==> config.mk <==
export PLATFORM = sky130hd
export DESIGN_NAME = bmm_cell
export DESIGN_NICKNAME = d
export VERILOG_FILES = /design/src/rtl/bmm_pkg.sv /design/src/rtl/bmm_cell.sv
export SDC_FILE = /design/constraint.sdc
export NUM_CORES = 2
export LEC_CHECK = 0
export BUFFER_PORTS_ARGS = -buffer_cell sky130_fd_sc_hd__buf_2
export CAP_MARGIN = 0
export CORE_UTILIZATION = 54
export CTS_BUF_LIST = sky130_fd_sc_hd__clkbuf_4
export CTS_CLUSTER_DIAMETER = 150
export DETAILED_ROUTE_END_ITERATION = 8
export PLACE_DENSITY = 0.69
export SLEW_MARGIN = 20
export SYNTH_ARGS = -nofsm -noshare
export SYNTH_HDL_FRONTEND = slang
export SYNTH_SLANG_ARGS = --single-unit
==> constraint.sdc <==
create_clock -name clk -period 16.25 [get_ports clk]
set_input_delay 3.25 -clock clk [delete_from_list [all_inputs] [get_ports clk]]
set_output_delay 3.25 -clock clk [all_outputs]
set_load 0.1 [all_outputs]
==> src/rtl/bmm_pkg.sv <==
// ----------------------------------------------------------------------------
// Blocked matrix multiply package
// Shared types, codes and constants for the blocked matrix multiplier.
// ----------------------------------------------------------------------------
package bmm_pkg;

    // Default matrix dimension of the stores.
    localparam int MAX_DIM_DEF = 8;
    // Width of row, column and inner indexes in the request and result.
    localparam int IDX_W = 3;
    // Width of the exact column sum before saturation.
    localparam int ACC_W = 67;

    // Function codes of a request.
    typedef enum logic [1:0] {
        FUNC_LOAD_A  = 2'd0,
        FUNC_LOAD_B  = 2'd1,
        FUNC_COMPUTE = 2'd2,
        FUNC_NONE    = 2'd3
    } func_t;

    // Configuration register byte addresses.
    localparam logic [1:0] ADDR_ACTIVE_SIZE = 2'd0;

    // Sequencer states.
    typedef enum logic [1:0] {
        ST_IDLE,
        ST_RUN,
        ST_DRAIN
    } state_t;

    typedef struct packed {
        logic [1:0]        func;
        logic [IDX_W-1:0]  row_index;
        logic [IDX_W-1:0]  col_index;
        logic signed [31:0] element_value;
    } request_t;

    typedef struct packed {
        logic [IDX_W-1:0]   out_row;
        logic [IDX_W-1:0]   out_col;
        logic signed [63:0] product_value;
        logic               last_element;
    } result_t;

    // Control word that travels along the cell chain with each B element.
    typedef struct packed {
        logic             valid;
        logic             first;
        logic             last_k;
        logic             last_col;
        logic [IDX_W-1:0] col;
        logic [IDX_W-1:0] k;
    } chain_ctl_t;

    // Finished element offered by one cell.
    typedef struct packed {
        logic    valid;
        result_t data;
    } cell_out_t;

endpackage

==> src/rtl/bmm_cell.sv <==
// ----------------------------------------------------------------------------
// Blocked matrix multiply cell
// Holds one row of A, multiplies it with the B column streaming past and
// accumulates one element of C; hands the B stream on to its neighbor.
// ----------------------------------------------------------------------------
module bmm_cell
    import bmm_pkg::*;
#(
    parameter int MAX_DIM = MAX_DIM_DEF,
    parameter int INDEX   = 0
)
(
    input  logic              clk,
    input  logic              rst_n,
    input  logic              a_we,
    input  logic [IDX_W-1:0]  a_col,
    input  logic [31:0]       a_data,
    input  logic [IDX_W-1:0]  nlast,
    input  logic [31:0]       b_in,
    input  chain_ctl_t        ctl_in,
    output logic [31:0]       b_out,
    output chain_ctl_t        ctl_out,
    output cell_out_t         res
);

    localparam int IW = (MAX_DIM > 1) ? $clog2(MAX_DIM) : 1;

    logic [31:0]        a_row_reg [MAX_DIM];
    logic [31:0]        b_reg;
    chain_ctl_t         ctl_reg;
    logic signed [63:0] prod_reg;
    logic signed [63:0] prod_next;
    chain_ctl_t         ctl2_reg;
    logic signed [ACC_W-1:0] acc_reg;
    logic signed [ACC_W-1:0] acc_next;
    chain_ctl_t         ctl3_reg;
    cell_out_t          res_reg;
    cell_out_t          res_next;

    // Row of A, written by load requests for this row.
    always_ff @(posedge clk)
    begin
        if (a_we)
        begin
            a_row_reg[a_col[IW-1:0]] <= a_data;
        end
    end

    // Take the control word from the left and delay it; register the result.
    always_ff @(posedge clk or negedge rst_n)
    begin
        if (!rst_n)
        begin
            ctl_reg  <= '0;
            ctl2_reg <= '0;
            ctl3_reg <= '0;
            res_reg  <= '0;
        end
        else
        begin
            ctl_reg  <= ctl_in;
            ctl2_reg <= ctl_reg;
            ctl3_reg <= ctl2_reg;
            res_reg  <= res_next;
        end
    end

    // Product of the matching A element and the passing B element.
    assign prod_next = $signed(a_row_reg[ctl_reg.k[IW-1:0]]) * $signed(b_reg);

    // Accumulate; the first inner step of a column restarts the sum.
    always_comb
    begin
        acc_next = (ctl2_reg.first ? '0 : acc_reg)
                   + {{(ACC_W-64){prod_reg[63]}}, prod_reg};
    end

    // Saturate the finished sum and mark the final element of the run.
    always_comb
    begin
        res_next = '0;
        res_next.valid = ctl3_reg.valid && ctl3_reg.last_k
                         && (IDX_W'(INDEX) <= nlast);
        res_next.data.out_row = IDX_W'(INDEX);
        res_next.data.out_col = ctl3_reg.col;
        res_next.data.last_element = ctl3_reg.last_col && (IDX_W'(INDEX) == nlast);
        if (acc_reg[ACC_W-1:63] == '0 || acc_reg[ACC_W-1:63] == '1)
        begin
            res_next.data.product_value = acc_reg[63:0];
        end
        else if (acc_reg[ACC_W-1])
        begin
            res_next.data.product_value = {1'b1, 63'd0};
        end
        else
        begin
            res_next.data.product_value = {1'b0, {63{1'b1}}};
        end
    end

    // Datapath registers.
    always_ff @(posedge clk)
    begin
        b_reg    <= b_in;
        prod_reg <= prod_next;
        acc_reg  <= acc_next;
    end

    assign b_out   = b_reg;
    assign ctl_out = ctl_reg;
    assign res     = res_reg;

endmodule

# After elaboration in Yosys (flattened, before gate mapping)

Memory sizes are Yosys's and may differ from the RTL's.
Cells that the tools add are included.
Widths: inputs -> output; s select.

Register bits: 255
Bits in writable memories: 256
Input port bits: 83
Output and inout bits: 114
Memories kept: 1

Add/sub/neg operators: 1
Multipliers: 1
$lt $le $gt $ge: 1
Eq/ne operators: 1
Muxes and demuxes: 5
Reduce and logical (&&, ||, !) cells: 6

Memory list:

| name      | words | bits a word | read ports | clocked after memory_dff | wr ports | line           | text |
|---|---|---|---|---|---|---|---|
| a_row_reg | 8     | 32          | 1          | 0                        | 1        | bmm_cell.sv:28 | `logic [31:0] a_row_reg [MAX_DIM];` |

Operator list:

| kind               | count |
|---|---|
| $mux 64            | 2 |
| $add 67x67->67     | 1 |
| $mux 67            | 1 |
| $mul 32x32->64     | 1 |
| $eq 4x4->1 const B | 1 |
| $logic_not 4->1    | 1 |
| $le 1x3->1 const A | 1 |
| $logic_and 1x1->1  | 3 |
| $logic_not 3->1    | 1 |
| $mux 1             | 2 |
| $logic_or 1x1->1   | 1 |

# Longest topological paths before layout

Word-level depth: 3
Mapped depth: 34
Gate-level depth less buffers: 30

# Worst setup path after synthesis

OpenSTA, ideal clock, no wires.

Kind: reg-to-reg
Start: register ctl_reg, in the netlist ctl_out[0]
End: register prod_reg[62]
Arrival time: 9.858 ns
Data required time: 16.159 ns
Slack: 6.301 ns
Cell stages (with the launch flop): 31
Cells stage by stage: dfrtp_1 buf_2 buf_2 mux4_2 mux2_2 clkbuf_1 nand2_1 inv_1 fa_1 fa_1 fa_1 fa_1 inv_1 fa_1 inv_1 fa_1 inv_1 fa_1 inv_1 fa_1 ha_1 and2_1 clkbuf_1 a21o_1 nand3_1 nand2b_1 a21o_1 a21o_1 a21oi_1 mux2_2 a311oi_1

Cells in the longest elaborated chain, start to end: 2

Ends and longest elaborated chain:

| element                 | line            | text |
|---|---|---|
| start, declared         | bmm_cell.sv:30  | `chain_ctl_t ctl_reg;` |
| start signal, assigned  | bmm_cell.sv:61  | `ctl_reg <= ctl_in;` |
| $mem_v2 8x32            | --              |  |
| $mul 32x32->64          | bmm_cell.sv:69  | `assign prod_next = $signed(a_row_reg[ctl_reg.k[IW-1:0]]) * $signed(b_reg);` |
| named net prod_next[62] | bmm_cell.sv:32  | `logic signed [63:0] prod_next;` |
| end signal, assigned    | bmm_cell.sv:105 | `prod_reg <= prod_next;` |
| end, declared           | bmm_cell.sv:31  | `logic signed [63:0] prod_reg;` |

The timed path passes the listed nets, and every way through them passes these cells.

# Worst setup path in the final report

Same ends and word-level chain as after synthesis.

==> results.yml <==
layout:
  synthToLayoutAreaGrowth_pct: 7.04
  drive_gt1_share_pct: 11.4
  final_nets: 6845
  largest_register_ffs: 256
logic_synthesis:
  synth_flop_cell: "edfxtp_1"
  synth_cell_type_count: 80
  syn_area_sq_um: 56500
  ys_top_cells_by_area: "fa_1, edfxtp_1, inv_1, dfxtp_1, ha_1"
  synth_warnings: 0
  synth_cells: 5315
  synth_top_area_share_pct: 38.4
  ys_seq_area_share_pct: 23.5
  postSynthAreaPerCell_sq_um: 10.6
  postSynth.asyncResetShare_pct: 18.0
  synth_seq_cells: 511
  synth_edf_count: 256
  yosysTopAreaCell: "fa_1"
timing:
  fmax_ghz: 0.0960
  skew_ns: 0.0847
  finalCriticalPeriod_ns: 10.41
  worstMarginPinSlew_ns: 1.05
  fin_setup_tns_ns: 0
  finalSetupViolCount: 0
  final_max_slew_viol_count: 0
  rsz0062_at_grt: "no"
  min_period_over_period_pct: 64.1
  relSlewSlack_pct: 29.7
  hold_viol: 0
cts:
  hold_buffers: 0
  clock_sinks: 511
  tritoncts: "built"
  numCtsBuffers: 135
  cts_resized: 0
  clock_latency_ns: 1.01
  post_cts_buffers: 0
  clockBufferDepth: 3
  path_clk_slew_ns: 0.07
  htree_levels: 4
  root_buffer: "clkbuf_4"
global_route:
  grt_pass1_vias: 41229
  grt-ovfl-total: 0
  grtUsageTotal_pct: 28.3
  grt_max_degree: 68
  grt_pass1_wl_mm: 230
  antenna_found_initial: 8
floorplanning:
  die_w_um: 325
  std_cell_rows: 118
  die_area_sq_um: 106000
  start_util_pct: 54.5
  io_pins: 197
  core_area_sq_um: 104000
  die_h_um: 325
job:
  drv_cap: 0
route:
  wl_per_cell_um: 20.6
  ant_nets: 0
  vias_per_cell: 5.46
  drc: 0
  firstDrtPassIters: 6
  vias: 37755
  routed_wl_mm: 143
  drt-initial-drc-count: 2727
worst_setup_path:
  required_ns: 17.14
  cpMaxStageDelayCell: "dfrtp_4"
  slowest_delay_ns: 0.78
  critical_path_class: "reg2reg"
  cp_max_fo: 39
  arrival_ns: 11.30
  cp_common_cell: "fa_1"
  cp-end-kind: "flip-flop"
  start_kind: "flip-flop"
status:
  outcome: "finished clean"
placed_design:
  gp_congestion: 0.903
  io_buffers: 193
  dp_hpwl_mm: 103
hold_path:
  hold_path_class: "reg2reg"
## cells in the final DEF, fill, tap and decap left out, types with 114 or more instances in the layout
cell	netlist	routed
buf_2	13	192
dfxtp_1	163	153
inv_1	1006	1006
ha_1	250	250
nand2_1	635	635
clkbuf_4	0	190
edfxtp_1	256	256
and2_1	499	499
fa_1	1083	1083
a21oi_1	132	132
o21ai_0	114	114
## cells in the mapped netlist, types with 4 or more instances
library cell,instances
nand4_1,18
nor3_1,14
a211o_1,6
edfxtp_1,256
a21o_1,83
o21ai_1,20
and3_1,14
a21oi_2,6
inv_1,1006
mux2_2,32
a41oi_1,4
buf_4,6
clkbuf_1,258
mux4_2,64
buf_2,13
a31oi_1,10
ha_1,250
o21a_1,9
nor2b_1,103
nand2b_1,23
a31o_2,5
o31ai_1,9
dfxtp_1,163
or2_2,9
xnor2_1,84
dfrtp_1,92
a311oi_1,4
a21oi_1,132
fa_1,1083
a221o_1,7
nor2_1,95
o21ai_0,114
o211ai_1,9
xor2_1,45
nand2_1,635
o21bai_1,19
or3_1,6
a211oi_1,12
and4_1,8
nand3_1,28
and2_1,499
## worst paths after layout
| check | from | endpoint | cells past startpoint | slack [ns] |
|---|---|---|---|---|
| worst max register to register | ctl_out[0] | prod_reg[62] | 30 | 5.84 |
| max in group asynchronous | rst_n | ctl2_reg[8] | 2 | 12.90 |
| worst min register to register | ctl2_reg[6] | ctl3_reg[6] | 0 | 0.34 |
| min in group asynchronous | rst_n | res[9] | 1 | 2.19 |
| worst max-delay path | ctl_out[0] | prod_reg[62] | 30 | 5.84 |
| worst min-delay path | ctl2_reg[6] | ctl3_reg[6] | 0 | 0.34 |
## critical path, delay by kind of cell, from the launching register on
family / cells / cell delay (ns)
adder cells (fa/ha/maj): 9 / 4.34
buffers and inverters: 9 / 1.89
AND/OR/NAND/NOR: 5 / 0.94
multiplexers: 3 / 1.49
flip-flops: 1 / 0.78
AO/OA/AOI/OAI: 4 / 0.77
## cell type report
type | instances | area [sq um]
diodes | 3 | 7.51
well taps | 1380 | 1730
multi-input cells | 3521 | 38400
repair buffers | 254 | 1430
flip-flops and latches | 511 | 13300
inverters | 1006 | 3780
clock inverters | 47 | 382
clock buffers | 190 | 1430
fillers | 8892 | 43200
## kinds of logic after synthesis
kind of cell	after synthesis	share of synthesized area, %
and+or+nand+nor	1466	13.0
adders and majority gates	1333	43.9
buffers and inverters	1285	8.62
DFF	511	23.5
AOI/OAI and AO/OA	491	5.71
xor gates and xnor gates	129	2.00
muxes	99	3.24
other	1	0.00664
## per-stage QoR
stage	instances	instance area, sq um	hold slack, ns	setup slack [ns]	utilization (%)
floorplan	5317	56500	0.331	6.30	-
global placement	6672	58600	0.334	6.00	56.6
detailed placement	6672	58600	0.335	5.82	56.6
CTS	6909	60400	0.345	5.79	58.3
global route	6910	60400	0.363	5.25	58.3
finish	6912	60400	0.339	5.84	58.3
## metal layers
layer / wire, um / up-vias / global-route usage, % / part of all wire, %
li1: - / 16607 / - / -
met1: 59600 / 19320 / 38.3 / 42
met2: 66200 / 1550 / 44.9 / 46
met3: 13000 / 274 / 7.31 / 9.1
met4: 3880 / 4 / 8.77 / 2.7
met5: 25 / - / 0 / 0.018
Power is not shown: default switching activity piles up to over one toggle a cycle in this logic, so the estimate is an artifact.
